`src/rtl/lvss_pkg.sv`:
```
package lvss_pkg;

  // image geometry
  localparam int MAX_DIM   = 1024;
  localparam int COL_W     = 10;
  localparam int POS_W     = 11;
  localparam int KERNEL    = 15;
  localparam int WIN       = KERNEL + 1;
  localparam int RADIUS    = KERNEL / 2;
  localparam int GAIN_FRAC = 16;

  // accumulator widths, sums wrap at these sizes
  localparam int CS_W  = 12;
  localparam int CQ_W  = 20;
  localparam int WS_W  = 16;
  localparam int WQ_W  = 24;
  localparam int NUM_W = 9;

  // shared divider
  localparam int DIV_N_W = 40;
  localparam int DIV_D_W = 26;

  // skin thresholds
  localparam logic [7:0] SKIN_Y_MIN = 8'd80;
  localparam logic [7:0] SKIN_CB_LO = 8'd85;
  localparam logic [7:0] SKIN_CB_HI = 8'd135;
  localparam logic [7:0] SKIN_CR_LO = 8'd135;
  localparam logic [7:0] SKIN_CR_HI = 8'd180;

  localparam int FIFO_DEPTH = 4;
  localparam int FIFO_AW    = 2;

  typedef enum logic [1:0] {
    REG_IMAGE_WIDTH    = 2'd0,
    REG_IMAGE_HEIGHT   = 2'd1,
    REG_NOISE_VARIANCE = 2'd2
  } reg_index_t;

  typedef enum logic [1:0] {
    F_CLEAR,
    F_IDLE,
    F_UPD
  } front_state_t;

  typedef enum logic [3:0] {
    B_IDLE,
    B_SQ,
    B_T_GO,
    B_T_WAIT,
    B_M_GO,
    B_M_WAIT,
    B_DEN,
    B_G_GO,
    B_G_WAIT,
    B_MUL,
    B_SUM,
    B_OUT
  } back_state_t;

  // one column entry: per channel sum and sum of squares
  typedef struct packed {
    logic [2:0][CS_W-1:0] cs;
    logic [2:0][CQ_W-1:0] cq;
  } colsum_t;

  // work handed from front to back
  typedef struct packed {
    logic [2:0][WS_W-1:0] s;
    logic [2:0][WQ_W-1:0] q;
    logic [NUM_W-1:0]     num;
    logic [2:0][7:0]      pix;
    logic                 skin;
    logic [COL_W-1:0]     cx;
    logic [COL_W-1:0]     cy;
    logic                 last;
  } lvss_job_t;

  typedef struct packed {
    logic full;
    logic empty;
  } lvss_qstat_t;

endpackage

```
`src/rtl/lvss_fifo.sv`:
```
module lvss_fifo import lvss_pkg::*; (
  input  logic        clk,
  input  logic        rst,
  input  logic        wr,
  input  lvss_job_t   wr_job,
  input  logic        rd,
  output lvss_job_t   rd_job,
  output lvss_qstat_t qstat
);

  lvss_job_t          slots [FIFO_DEPTH];
  logic [FIFO_AW-1:0] wptr;
  logic [FIFO_AW-1:0] rptr;
  logic [FIFO_AW:0]   count;

  assign rd_job      = slots[rptr];
  assign qstat.full  = count == (FIFO_AW+1)'(FIFO_DEPTH);
  assign qstat.empty = count == '0;

  always_ff @(posedge clk) begin
    if (rst) begin
      wptr  <= '0;
      rptr  <= '0;
      count <= '0;
    end else begin
      if (wr) wptr <= wptr + 1'b1;
      if (rd) rptr <= rptr + 1'b1;
      case ({wr, rd})
        2'b10:   count <= count + 1'b1;
        2'b01:   count <= count - 1'b1;
        default: count <= count;
      endcase
    end
  end

  always_ff @(posedge clk) begin
    if (wr) slots[wptr] <= wr_job;
  end

endmodule

```
`config.mk`:
```
export PLATFORM = sky130hd
export DESIGN_NAME = lvss_fifo
export DESIGN_NICKNAME = d
export VERILOG_FILES = /design/src/rtl/lvss_pkg.sv /design/src/rtl/lvss_fifo.sv
export SDC_FILE = /design/constraint.sdc
export NUM_CORES = 1
export LEC_CHECK = 0
export BUFFER_PORTS_ARGS = -buffer_cell sky130_fd_sc_hd__buf_4
export CORE_ASPECT_RATIO = 1.25
export CORE_MARGIN = 2
export CORE_UTILIZATION = 60
export CTS_CLUSTER_SIZE = 25
export DETAILED_ROUTE_END_ITERATION = 10
export PLACE_DENSITY = 0.85
export SLEW_MARGIN = 30
export SYNTH_ARGS = -nofsm -noshare
export SYNTH_HDL_FRONTEND = slang
export SYNTH_SLANG_ARGS = --single-unit
```
`constraint.sdc`:
```
create_clock -name clk -period 16.7 [get_ports clk]
set_input_delay 2.505 -clock clk [delete_from_list [all_inputs] [get_ports clk]]
set_output_delay 2.505 -clock clk [all_outputs]
set_load 0.02 [all_outputs]
```
# --- Yosys cells after proc, flatten, opt, wreduce, memory -nomap -nowiden ---
# Memory sizes are Yosys's and may differ from the RTL's. A register that Yosys moved wholly into a read port is not among the register bits.
# Cells that the tools add are included.
classes:
  add_sub_neg: 4
  n_eq_ne: 3
  muxes: 5
  reduce_logical: 2
op_table:
  columns: ["operator", "n"]
  rows:
  - ["$pmux 3 s2", 1]
  - ["$add 2x1->2 const B", 2]
  - ["$mux 2", 2]
  - ["$add 3x1->3 const B", 1]
  - ["$eq 3x3->1 const B", 1]
  - ["$logic_not 3->1", 1]
  - ["$sub 3x1->3 const B", 1]
  - ["$eq 2x1->1 const B", 1]
  - ["$eq 2x2->1 const B", 1]
  - ["$mux 1", 2]
  - ["$reduce_bool 2->1", 1]
word_totals:
  ff_bits: 7
  mem_bits_rw: 700
  inputBits: 179
  output_inout_bits: 177
  wordCells: 18
  n_memories: 1
memory_table:
  columns: ["name", "depth", "word_bits", "rd", "rd_clocked_by_memory_dff", "write_ports", "line_no", "rtl"]
  rows:
  - ["slots", 4, 175, 1, 1, 1, "lvss_fifo.sv:11", "lvss_job_t slots [FIFO_DEPTH];"]

# --- Logic depth before layout (Yosys ltp) ---
depth:
  depth_word: 3
  mapped_depth: 7
  ltp_nobuf: 7

# --- Least setup slack after synthesis ---
# No wires, ideal clock.
synth_path:
  kind: "input-to-reg"
  start: "input wr"
  end: "memory slots[0][0] in the netlist's numbering (enable)"
  setup_time_ns: 0.556
  arrival_time_ns: 6.485
  t_required_ns: 16.144
  slack_ns: 9.659
  path_stages: 1
  n_path_buf: 0
  cell_sequence: "and2_1"
synth_via:
  elab_chain_len: 2
synth_lines:
  columns: ["item", "line_no", "rtl"]
  rows:
  - ["start: declaration", "lvss_fifo.sv:4", "input logic wr,"]
  - ["$mux 1", "lvss_fifo.sv:37", "if (wr) slots[wptr] <= wr_job;"]
  - ["$mux 1 (implied by the code)", "lvss_fifo.sv:37", null]
  - ["end: declaration", "lvss_fifo.sv:11", null]
# No other way between the ends.

==> impl_metrics.csv <==
group,metric,value,unit
outcome,status,"finished, final reports clean",
worst_hold_path,min_to,"count[2]",
clock_tree,clock-sinks,709,
global_routing,antenna_found_initial,6,
route,postRouteAntennaNets,0,
setup_path,crit_buf_inv,3,
synthesis,synth_area_leaders,"edfxtp_1, mux4_2, buf_6",
synthesis,synth.most_common_cell,"edfxtp_1",
global_routing,grt_pass1_wl,77.8,mm
finish,area_delta_synth_final,20.5,%
synthesis,synth-edff-count,700,
sta,tightest_slew,933,ps
synthesis,synth_top_family_by_area,"multiplexers",
route,dr.first_iter.drc_count,863,
finish,fin_nets,1543,
run,max-cap-violations,0,
setup_path,cp-end-kind,"primary output",
finish,finalNonFillerCells,1969,
route,wl,52.6,mm
route,vias_per_cell,5.90,
finish,drive_gt1_share,45.7,%
setup_path,worstPathMaxFanout,50,
setup_path,cp.arrival,3520,ps
power_and_ir_drop,power-per-cell-area,128,nW/µm²
synthesis,synth_fa_ha_area_share,0.321,%
synthesis,synthMuxAreaShare,15.4,%
synthesis,ys_seq_area_share,82.5,%
placed_design,finalWeightedCongestion,0.717,
floorplan,start_util,61.0,%
synthesis,yosys.area.top_type,"edfxtp_1",
synthesis,async_flop_share,0,%
clock_tree,root_buffer,"clkbuf_16",
placed_design,dp_hpwl,30.4,mm
setup_path,cpPeakStageDelay,760,ps
finish,fin_area,31000,µm²
synthesis,syn_inst,961,
power_and_ir_drop,ir_drop,0.123,mV
floorplan,fp-row-count,84,
clock_tree,cts_tree,"yes",
synthesis,yosys.area_share.simple,0.297,%
clock_tree,post_cts_buffers,0,
setup_path,path_cells,"buf_6 > buf_6 > mux4_2 > buf_4",
setup_path,slowest_stage,"dfxtp_4",
sta,setup-violations-final,0,
clock_tree,cts_hold_buf,0,
sta,slew_headroom,37.8,%
synthesis,synthXorXnorAreaFrac,0.170,%
synthesis,synth_cell_types,23,
synthesis,ys.flop_type,"edfxtp_1",
floorplan,dieWidth,189,µm
synthesis,syn_area,25700,µm²
setup_path,r2r_start,"wptr[0]",
floorplan,die-area,44500,µm²
floorplan,core,42100,µm²
sta,rsz0062_at_grt,"false",
synthesis,synth_common_cells,"edfxtp_1, mux4_2, buf_6",
power_and_ir_drop,p_leak,10.4,nW
clock_tree,clockBufferDepth,3,
synthesis,yosys_warnings,0,
clock_tree,clk_pin_slew,60,ps
worst_hold_path,min_path_cells,2,
clock_tree,cts_resized,0,
sta,drv_slew,0,
sta,hold_viol,0,
global_routing,grt_pass1_vias,12600,
placed_design,placed_area,28900,µm²
placed_design,port_buffers,355,
sta,period_share,36.1,%
synthesis,ys_ff_latch,709,
sta,min_period,6030,ps
setup_path,critPathLaunchType,"flop",
setup_path,worstPathRequired,14200,ps
setup_path,path_delay_family,"buffers and inverters",
finish,fillers,2195,
route,vias,11600,
route,firstDrtPassIters,7,
worst_hold_path,min_path_type,"reg -> reg",
placed_design,placed_cells_incl_taps,1849,
clock_tree,cts_buffers,66,
setup_path,ff2ff_path_depth,4,
floorplan,die-height,235,µm
global_routing,grt.total_usage,24.1,%
synthesis,syn-num-nets,1146,
power_and_ir_drop,p_total,0.00395,W
setup_path,crit_type,"reg -> out",
synthesis,synth_compound_area_share,0.0584,%
global_routing,grt.overflow.total,0,
route,post_drt_wl_per_cell,26.7,µm
sta,skew,19.3,ps
sta,tns,0,ps
synthesis,avgSynthCellArea,26.8,µm²
clock_tree,clk-insertion-delay-late,580,ps
setup_path,reg2reg_slack,14160,ps
clock_tree,cts_max_level,3,
global_routing,grt_max_degree,71,
sta,holdWs,507,ps
setup_path,cpMostUsedCell,"buf_6",
sta,max_freq,0.166,GHz
floorplan,io_pins,356,
synthesis,synth_top_area_share,81.8,%
route,drc_errors,0,
setup_path,r2r-end,"slots[0][168]",
worst_hold_path,min_from,"count[2]",
worst register-to-register path, cell delays in order (launching register included):
cell and delay [ps]:
dfxtp_1 340, inv_1 100, ha_1 150, and2_4 750
buf_4 810
cell families after synthesis:
group | after synthesis
flip-flops | 709
AO/OA/AOI/OAI | 3
XOR/XNOR | 5
buffers and inverters | 46
adder cells (fa/ha/maj) | 6
AND/OR/NAND/NOR | 16
multiplexers | 176
worst max path at each step:
stage / startpoint / to / depth (start not counted)
finish: flop / rd_job[106] / 4
global route: flop / rd_job[106] / 4
CTS: flop / rd_job[116] / 4
detailed placement: flop / rd_job[116] / 4
global placement: flop / rd_job[100] / 4
floorplan: wr / slots[0][0] / 1
where the power goes:
group / switching [W] / leakage, nW / internal [W]
Sequential: 0.0000303 / 6.50 / 0.00205
Combinational: 0.000256 / 2.88 / 0.000211
Clock: 0.000597 / 1.00 / 0.000813
Total: 0.000883 / 10.4 / 0.00307
final cells by class:
class                      count  area [µm²]  share of cell area [%]
antenna                        6        15.0                  0.0485
clock buffer                  83        1810                    5.83
clock inverter                31         238                   0.767
inverter                       6        22.5                  0.0727
multi-input combinational    206        4180                    13.5
sequential                   709       21200                    68.4
tap                          559         699                    2.26
timing repair buffer         369        2820                    9.09
through the flow:
step	setup slack [ps]	util, %
floorplan	9660	-
global placement	10610	68.5
detailed placement	10920	68.6
CTS	10260	73.5
global route	10330	73.5
finish	10670	73.5
registers in the layout, indices dropped and copies added (netlist names), named ones only:
name / cells
count: 3
wptr: 2
slots: 700
rptr: 2
per-layer routing:
layer	up-vias	part of all wire (%)	wire length (µm)	GRT usage (%)
met5	-	0	0	0
met4	0	4.0	2090	10.3
met3	120	7.6	3980	6.84
met2	475	53	28100	41.2
met1	6067	35	18400	28.7
li1	4947	-	-	-
cells in the final DEF (no fill, tap or decap), drive strengths merged, types with 3 or more instances in the layout:
master / synthesis / layout
edfxtp: 700 / 700
buf: 38 / 369
mux4: 175 / 175
clkbuf: 2 / 83
clkinv: 0 / 24
dfxtp: 9 / 9
nor2: 8 / 8
inv: 6 / 8
diode: 0 / 6
ha: 5 / 5
and2: 4 / 4
xor2: 3 / 3
bufinv: 0 / 3
Power figures use the tool's default switching activity.
