### config.mk
export PLATFORM = sky130hd
export DESIGN_NAME = lvss_back
export DESIGN_NICKNAME = d
export VERILOG_FILES = /design/src/rtl/lvss_pkg.sv /design/src/rtl/lvss_div.sv /design/src/rtl/lvss_back.sv
export SDC_FILE = /design/constraint.sdc
export NUM_CORES = 2
export LEC_CHECK = 0
export BUFFER_PORTS_ARGS = -buffer_cell sky130_fd_sc_hd__buf_2
export CAP_MARGIN = 15
export CORE_UTILIZATION = 60
export DETAILED_ROUTE_END_ITERATION = 12
export GPL_TIMING_DRIVEN = 0
export MAX_ROUTING_LAYER = met4
export PLACE_DENSITY_LB_ADDON = 0.25
export SYNTH_ARGS = -nofsm -noshare
export SYNTH_HDL_FRONTEND = slang
export SYNTH_SLANG_ARGS = --single-unit
### constraint.sdc
create_clock -name clk -period 16.5 [get_ports clk]
set_clock_uncertainty 0.15 [all_clocks]
set_input_delay 0.825 -clock clk [delete_from_list [all_inputs] [get_ports clk]]
set_output_delay 0.825 -clock clk [all_outputs]
set_load 0.02 [all_outputs]
### src/rtl/lvss_pkg.sv
package lvss_pkg;

  // image geometry
  localparam int MAX_DIM   = 1024;
  localparam int COL_W     = 10;
  localparam int POS_W     = 11;
  localparam int KERNEL    = 15;
  localparam int WIN       = KERNEL + 1;
  localparam int RADIUS    = KERNEL / 2;
  localparam int GAIN_FRAC = 16;

  // accumulator widths, sums wrap at these sizes
  localparam int CS_W  = 12;
  localparam int CQ_W  = 20;
  localparam int WS_W  = 16;
  localparam int WQ_W  = 24;
  localparam int NUM_W = 9;

  // shared divider
  localparam int DIV_N_W = 40;
  localparam int DIV_D_W = 26;

  // skin thresholds
  localparam logic [7:0] SKIN_Y_MIN = 8'd80;
  localparam logic [7:0] SKIN_CB_LO = 8'd85;
  localparam logic [7:0] SKIN_CB_HI = 8'd135;
  localparam logic [7:0] SKIN_CR_LO = 8'd135;
  localparam logic [7:0] SKIN_CR_HI = 8'd180;

  localparam int FIFO_DEPTH = 4;
  localparam int FIFO_AW    = 2;

  typedef enum logic [1:0] {
    REG_IMAGE_WIDTH    = 2'd0,
    REG_IMAGE_HEIGHT   = 2'd1,
    REG_NOISE_VARIANCE = 2'd2
  } reg_index_t;

  typedef enum logic [1:0] {
    F_CLEAR,
    F_IDLE,
    F_UPD
  } front_state_t;

  typedef enum logic [3:0] {
    B_IDLE,
    B_SQ,
    B_T_GO,
    B_T_WAIT,
    B_M_GO,
    B_M_WAIT,
    B_DEN,
    B_G_GO,
    B_G_WAIT,
    B_MUL,
    B_SUM,
    B_OUT
  } back_state_t;

  // one column entry: per channel sum and sum of squares
  typedef struct packed {
    logic [2:0][CS_W-1:0] cs;
    logic [2:0][CQ_W-1:0] cq;
  } colsum_t;

  // work handed from front to back
  typedef struct packed {
    logic [2:0][WS_W-1:0] s;
    logic [2:0][WQ_W-1:0] q;
    logic [NUM_W-1:0]     num;
    logic [2:0][7:0]      pix;
    logic                 skin;
    logic [COL_W-1:0]     cx;
    logic [COL_W-1:0]     cy;
    logic                 last;
  } lvss_job_t;

  typedef struct packed {
    logic full;
    logic empty;
  } lvss_qstat_t;

endpackage

### src/rtl/lvss_div.sv
module lvss_div import lvss_pkg::*; (
  input  logic               clk,
  input  logic               rst,
  input  logic               start,
  input  logic [DIV_N_W-1:0] dividend,
  input  logic [DIV_D_W-1:0] divisor,
  output logic               done,
  output logic [DIV_N_W-1:0] quotient
);

  logic               busy;
  logic [5:0]         cnt;
  logic [DIV_D_W:0]   rem;
  logic [DIV_D_W-1:0] dsr;
  logic [DIV_D_W:0]   rem_sh;
  logic               fits;

  // restoring division, one quotient bit per cycle
  always_comb begin
    rem_sh = {rem[DIV_D_W-1:0], quotient[DIV_N_W-1]};
    fits   = rem_sh >= {1'b0, dsr};
  end

  always_ff @(posedge clk) begin
    if (rst) begin
      busy <= 1'b0;
      done <= 1'b0;
      cnt  <= '0;
    end else begin
      done <= 1'b0;
      if (start) begin
        busy <= 1'b1;
        cnt  <= '0;
      end else if (busy) begin
        cnt <= cnt + 6'd1;
        if (cnt == 6'(DIV_N_W - 1)) begin
          busy <= 1'b0;
          done <= 1'b1;
        end
      end
    end
  end

  always_ff @(posedge clk) begin
    if (start) begin
      rem      <= '0;
      dsr      <= divisor;
      quotient <= dividend;
    end else if (busy) begin
      rem      <= fits ? rem_sh - {1'b0, dsr} : rem_sh;
      quotient <= {quotient[DIV_N_W-2:0], fits};
    end
  end

endmodule

### src/rtl/lvss_back.sv
module lvss_back import lvss_pkg::*; (
  input  logic             clk,
  input  logic             rst,
  input  logic [15:0]      noise_variance,
  input  lvss_qstat_t      qstat,
  input  lvss_job_t        job_in,
  output logic             job_pop,
  input  logic             pop,
  output logic             empty,
  output logic [COL_W-1:0] pixel_x,
  output logic [COL_W-1:0] pixel_y,
  output logic [7:0]       smooth_blue,
  output logic [7:0]       smooth_green,
  output logic [7:0]       smooth_red,
  output logic             skin,
  output logic             last_of_frame
);

  back_state_t bstate, bstate_next;

  lvss_job_t        job;
  logic [1:0]       ch;
  logic [31:0]      sq, t;
  logic [15:0]      mean;
  logic [23:0]      dvn;
  logic [24:0]      numnv;
  logic [25:0]      den;
  logic [16:0]      g;
  logic [32:0]      p1;
  logic [24:0]      p2;
  logic [2:0][7:0]  res;
  logic             out_valid;

  logic               div_start, div_done, out_load;
  logic [DIV_N_W-1:0] div_num, div_q;
  logic [DIV_D_W-1:0] div_den;
  logic [33:0]        blend;
  logic [17:0]        v;
  logic [16:0]        one_m_g;

  lvss_div u_div (
    .clk      (clk),
    .rst      (rst),
    .start    (div_start),
    .dividend (div_num),
    .divisor  (div_den),
    .done     (div_done),
    .quotient (div_q)
  );

  always_comb begin
    case (bstate)
      B_IDLE:   bstate_next = qstat.empty ? B_IDLE : B_SQ;
      B_SQ:     bstate_next = B_T_GO;
      B_T_GO:   bstate_next = B_T_WAIT;
      B_T_WAIT: bstate_next = div_done ? B_M_GO : B_T_WAIT;
      B_M_GO:   bstate_next = B_M_WAIT;
      B_M_WAIT: bstate_next = div_done ? B_DEN : B_M_WAIT;
      B_DEN:    bstate_next = B_G_GO;
      B_G_GO:   bstate_next = (den == '0) ? B_MUL : B_G_WAIT;
      B_G_WAIT: bstate_next = div_done ? B_MUL : B_G_WAIT;
      B_MUL:    bstate_next = B_SUM;
      B_SUM:    bstate_next = (ch == 2'd2) ? B_OUT : B_SQ;
      B_OUT:    bstate_next = (!out_valid || pop) ? B_IDLE : B_OUT;
      default:  bstate_next = B_IDLE;
    endcase
  end

  always_comb begin
    job_pop   = (bstate == B_IDLE) && !qstat.empty;
    out_load  = (bstate == B_OUT) && (!out_valid || pop);
    div_start = 1'b0;
    div_num   = {8'd0, sq};
    div_den   = DIV_D_W'(job.num);
    case (bstate)
      B_T_GO: begin
        div_start = 1'b1;
      end
      B_M_GO: begin
        div_start = 1'b1;
        div_num   = DIV_N_W'(job.s[ch]);
      end
      B_G_GO: begin
        div_start = den != '0;
        div_num   = {dvn, 16'd0};
        div_den   = den;
      end
      default: begin
        div_start = 1'b0;
      end
    endcase
  end

  always_comb begin
    one_m_g = 17'h10000 - g;
    blend   = {1'b0, p1} + 34'(p2);
    v       = blend[33:GAIN_FRAC];
  end

  always_ff @(posedge clk) begin
    if (rst) begin
      bstate    <= B_IDLE;
      out_valid <= 1'b0;
    end else begin
      bstate <= bstate_next;
      if (out_load) out_valid <= 1'b1;
      else if (pop) out_valid <= 1'b0;
    end
  end

  // datapath, one channel at a time
  always_ff @(posedge clk) begin
    case (bstate)
      B_IDLE: begin
        job <= job_in;
        ch  <= '0;
      end
      B_SQ:     sq <= job.s[ch] * job.s[ch];
      B_T_WAIT: if (div_done) t <= div_q[31:0];
      B_M_WAIT: begin
        if (div_done) begin
          mean  <= div_q[15:0];
          dvn   <= ({8'd0, job.q[ch]} > t) ? job.q[ch] - t[23:0] : '0;
          numnv <= job.num * noise_variance;
        end
      end
      B_DEN:    den <= {2'd0, dvn} + {1'b0, numnv};
      B_G_GO:   g <= '0;
      B_G_WAIT: if (div_done) g <= div_q[16:0];
      B_MUL: begin
        p1 <= one_m_g * mean;
        p2 <= g * job.pix[ch];
      end
      B_SUM: begin
        res[ch] <= (v > 18'd255) ? 8'd255 : v[7:0];
        ch      <= ch + 1'b1;
      end
      default: begin
        ch <= ch;
      end
    endcase
  end

  always_ff @(posedge clk) begin
    if (out_load) begin
      pixel_x       <= job.cx;
      pixel_y       <= job.cy;
      smooth_blue   <= res[0];
      smooth_green  <= res[1];
      smooth_red    <= res[2];
      skin          <= job.skin;
      last_of_frame <= job.last;
    end
  end

  assign empty = !out_valid;

endmodule

# Yosys cells after proc, flatten, opt, wreduce, memory -nomap -nowiden
# Index checks and enable logic that the tools add are counted.
[classes] addsub=7 n_mul=4 n_lt_le_gt_ge=5 eq_ne=14 muxes=33 bitwise_logic=1 n_reduce_logical=19
[op_table] operator="$mux W40" count=2
[op_table] operator="$pmux W40 S2" count=1
[op_table] operator="$bmux W24 S2" count=1
[op_table] operator="$pmux W4 S12" count=1
[op_table] operator="$add A33 B25 Y34" count=1
[op_table] operator="$pmux W17 S2" count=1
[op_table] operator="$mul A17 B16 Y33" count=1
[op_table] operator="$bmux W16 S2" count=1
[op_table] operator="$gt A24 B32 Y1" count=1
[op_table] operator="$mul A16 B16 Y32" count=1
[op_table] operator="$ge A27 B26 Y1" count=1
[op_table] operator="$add A24 B25 Y26" count=1
[op_table] operator="$logic_not A26 Y1" count=1
[op_table] operator="$mux W26" count=1
[op_table] operator="$reduce_bool A26 Y1" count=1
[op_table] operator="$sub A26 B26 Y26" count=1
[op_table] operator="$mul A17 B8 Y25" count=1
[op_table] operator="$mul A9 B16 Y25" count=1
[op_table] operator="$bwmux W24" count=1
[op_table] operator="$mux W24" count=1
[op_table] operator="$mux W8" count=3
[op_table] operator="$sub A24 B24 Y24" count=1
[op_table] operator="$gt A18 B8 Y1 const B" count=1
[op_table] operator="$mux W17" count=1
[op_table] operator="31 further kinds" count=56
[totals] ff_bits=582 in_bits=196 out_inout_bits=48 wordCells=126

# Logic depth before layout (Yosys ltp)
[logic_depth] ltp_word=5 depth_mapped=31 ltp_nobuf=28

# Hierarchy
# A second synthesis with hierarchy kept.
[hier_totals] cells_unflattened=4710 hier_area_um2=50319.5
[modules_own_cells] mod="lvss_back" instances=1 cells_per_inst=4191 area_each_um2=44707.9
[modules_own_cells] mod="lvss_div" instances=1 cells_per_inst=519 area_each_um2=5611.6

# Worst setup path before layout
# OpenSTA, ideal clock, no wires.
[synth_timing] path_kind="register to register" start="register ch[1]" end="register sq[31] (data pin)" arrival_ns=7.854 required_time_ns=16.092 path_slack_ns=8.238 stages_incl_launch_ff=32 path_buffers=3 period_less_slack_ns=8.262 path_cell_list="edfxtp_1 clkbuf_1 buf_2 buf_2 mux2i_1 nor2_1 a21oi_1 clkinv_1 nand2_1 inv_1 fa_1 inv_1 fa_1 inv_1 fa_1 inv_1 fa_1 inv_1 fa_1 inv_1 fa_1 inv_1 ha_1 o21ai_0 nor2_1 a31o_1 o31a_1 a211o_1 or4_1 a31o_1 a211o_1 xnor2_1"
[synth_via] elab_chain_len=3
[synth_rtl] element="start, declared" line="lvss_back.sv:22" source="logic [1:0] ch;"
[synth_rtl] element="start signal, assigned" line="lvss_back.sv:136" source="ch <= ch + 1'b1;"
[synth_rtl] element="start signal, assigned" line="lvss_back.sv:139" source="ch <= ch;"
[synth_rtl] element="$bmux W16 S2" line="lvss_back.sv:118" source="B_SQ: sq <= job.s[ch] * job.s[ch];"
[synth_rtl] element="$mux W16 (not written as such)" line="lvss_back.sv:118"
[synth_rtl] element="$mul A16 B16 Y32" line="lvss_back.sv:118"
[synth_rtl] element="end signal, assigned" line="lvss_back.sv:118"
[synth_rtl] element="end, declared" line="lvss_back.sv:23" source="logic [31:0] sq, t;"
# Every way passes these cells. The select of a mux whose other input is x is not followed.
# A chain may end at the register's enable or synchronous reset.

# Worst setup path in the final report
# Same ends and word-level chain as after synthesis.

==> results.md <==
* Status: finished with violations
* Failing checks: DRC
* Largest net degree at the start of global routing at 135
* RSZ-0062 raised after global routing: no
* Row count at 104
* Most numerous cell in the Yosys netlist: inv_1
* Fin crit share at 57.8%
* Detailed route wirelength on metal3 at 9100 µm
* Fill cell count at 6149
* Actual slew at the worst max-slew pin at 1200 ps
* Worst-path fanout max at 10
* Average size of a mapped cell at 10.6 µm²
* CTS buffer count at 60
* Footprint of the multi-input gates at 28800 µm²
* Crit path required time at 16740 ps
* Number of synthesized flops with an enable pin at 542
* Routed met2 length at 57600 µm
* Layout cells sized above 1 at 7.62%
* DR WL/cell at 19.5 µm
* Syn Inst Count at 4629
* CTS max path bufs at 3
* Setup TNS Final at 0 ps
* Die W at 289 µm
* Hold_buf cts at 0
* Final net count at 6094
* Worst Path Class, Setup: reg2reg
* Met1 Wirelength at 45300 µm
* Critical path arrival at 9770 ps
* Htree depth at 2
* Chip height at 289 µm
* Syn. warnings at 0
* Area leader, netlist: edfxtp_1
* Slowest cell on crit path: fa_1
* Setup crit end kind: flip-flop
* Ys async rst share at 0%
* Seq cells post-synth at 581
* Vias in the first global route at 35251
* Dpl hpwl at 92800 µm
* Starting DRT DRC Count at 2765
* Synth area leaders: edfxtp_1 (33%), fa_1 (23%), ha_1 (10%), inv_1 (5.7%), nand2_1 (3.8%)
* Initial Utilization at 60.9%
* Slew Limit Fails at 0
* Clock slew at reported path FFs at 70 ps
* Crit path max-delay family: adder cells
* Post-synthesis sequential area ratio at 34.6%
* Highest routed layer: met4
* Gr usage total at 29.9%
* Clock Latency Late Sink at 650 ps
* Final setup fails at 0
* Ys flop type: edfxtp_1
* Root Buffer: clkbuf_16
* Crit path top cell by count: inv_1
* Syn Nets at 5788
* Slew HR at 19.7%
* First-pass GRT wire length at 185000 µm
* CTS tree: done
* Ports at 244
* Post-layout minimum cycle time at 9530 ps
* Postcts setup bufs at 0
* CTS Sinks at 581
* Drt first pass iters at 9
* Synth top cells by count: inv_1 (754), fa_1 (566), edfxtp_1 (542), nand2_1 (494), ha_1 (397)
* Post-synth top area share at 33.0%
* Core Area at 80900 µm²
* Detailed Route WL at 118000 µm
* Final antenna-violating net count at 0
* Congestion Overflow GR at 0
* Drt via density at 5.69
* Worst setup SP type: flip-flop
* Routability Congestion at 0.982
* Fmax at 105 MHz
* Vias at 34394
* Synth unique cells at 74
* PortBufs at 230
* Die Area at 83300 µm²
* Storage cell area at 17100 µm²
* Hold Crit Class: in2reg
* Final hold violations at 0
* Count of cells resized by post-cts repair at 0
* Initial antenna violation count at 2
* Post-route DRC at 2
* Crit path buffers/inverters at 12
* Cell Area, Synth at 49300 µm²
* CP max stage delay at 530 ps
* Max Cap Viol at 0
* Area Overhead vs Synth at 9.99%
==> state kept, by name (all words and copies together) (netlist names), 8 cells and up <==
register,cells
dvn,24
p1,33
smooth_green,8
job,175
u_div.quotient,40
p2,25
den,26
pixel_x,10
t,32
smooth_blue,8
mean,16
sq,31
numnv,25
u_div.dsr,26
g,17
u_div.rem,26
pixel_y,10
res,24
smooth_red,8
==> final timing paths <==
kind,start,to,slack (ps),depth (start not counted)
worst max-delay path,ch[1],sq[31],6970,32
worst min-delay path,job_in[83],job[83],200,1
worst max register to register,ch[1],sq[31],6970,32
worst min register to register,job[5],pixel_y[4],270,0
==> cell usage in the layout, fill, tap and decap left out, drive strengths merged, types with 32 or more instances in the layout <==
master and n:
inv 758, clkbuf 203, and3 47, buf 259, a21o 76, nand2 494, a21oi 175, ha 397
xor2 56, o21ai 140, edfxtp 542, xnor2 122, fa 566, nor2 262, nand2b 32, dfxtp 39
and2 288, nor3 48, mux2i 72, nand3 33
==> cell type report <==
type	count	area share, %
multi-input cells	3135	53.2
plain buffers	148	1.05
well taps	1060	2.45
flip-flops and latches	581	31.5
repair buffers	244	2.50
clock inverters	44	1.19
clock buffers	70	2.86
diodes	2	0.00923
inverters	765	5.31
==> kinds of logic (layout without fill, tap and decap cells) <==
group | after synthesis | count (layout) | share of synthesized area, %
fa+ha+maj | 963 | 963 | 33.1
simple gates | 1308 | 1308 | 12.6
flops | 581 | 581 | 34.6
other cells | 0 | 2 | 0
xor+xnor | 178 | 178 | 3.16
mux | 82 | 82 | 1.69
buf+inv | 913 | 1271 | 6.98
compound gates | 604 | 604 | 7.85
==> per-stage QoR <==
stage	instances	instance area (µm²)	hold WS (ps)	worst slack, ps	utilization, %
5_1_grt	6048	54200	176	6520	67.0
3_5_place_dp	5931	52000	255	7010	64.2
3_3_place_gp	5919	51700	250	6280	63.9
2_1_floorplan	4629	49300	250	8240	-
6_report	6049	54200	195	6970	67.0
4_1_cts	6045	54200	164	6960	66.9
==> per-layer routing <==
| metal | track usage [%] | up-vias |
|---|---|---|
| met1 | 36.5 | 16856 |
| met4 | 13.4 | 0 |
| met3 | 5.02 | 294 |
| met5 | - | - |
| met2 | 49.0 | 1391 |
| li1 | - | 15853 |
Power is not shown: default switching activity piles up to over one toggle a cycle in this logic, so the estimate is an artifact.
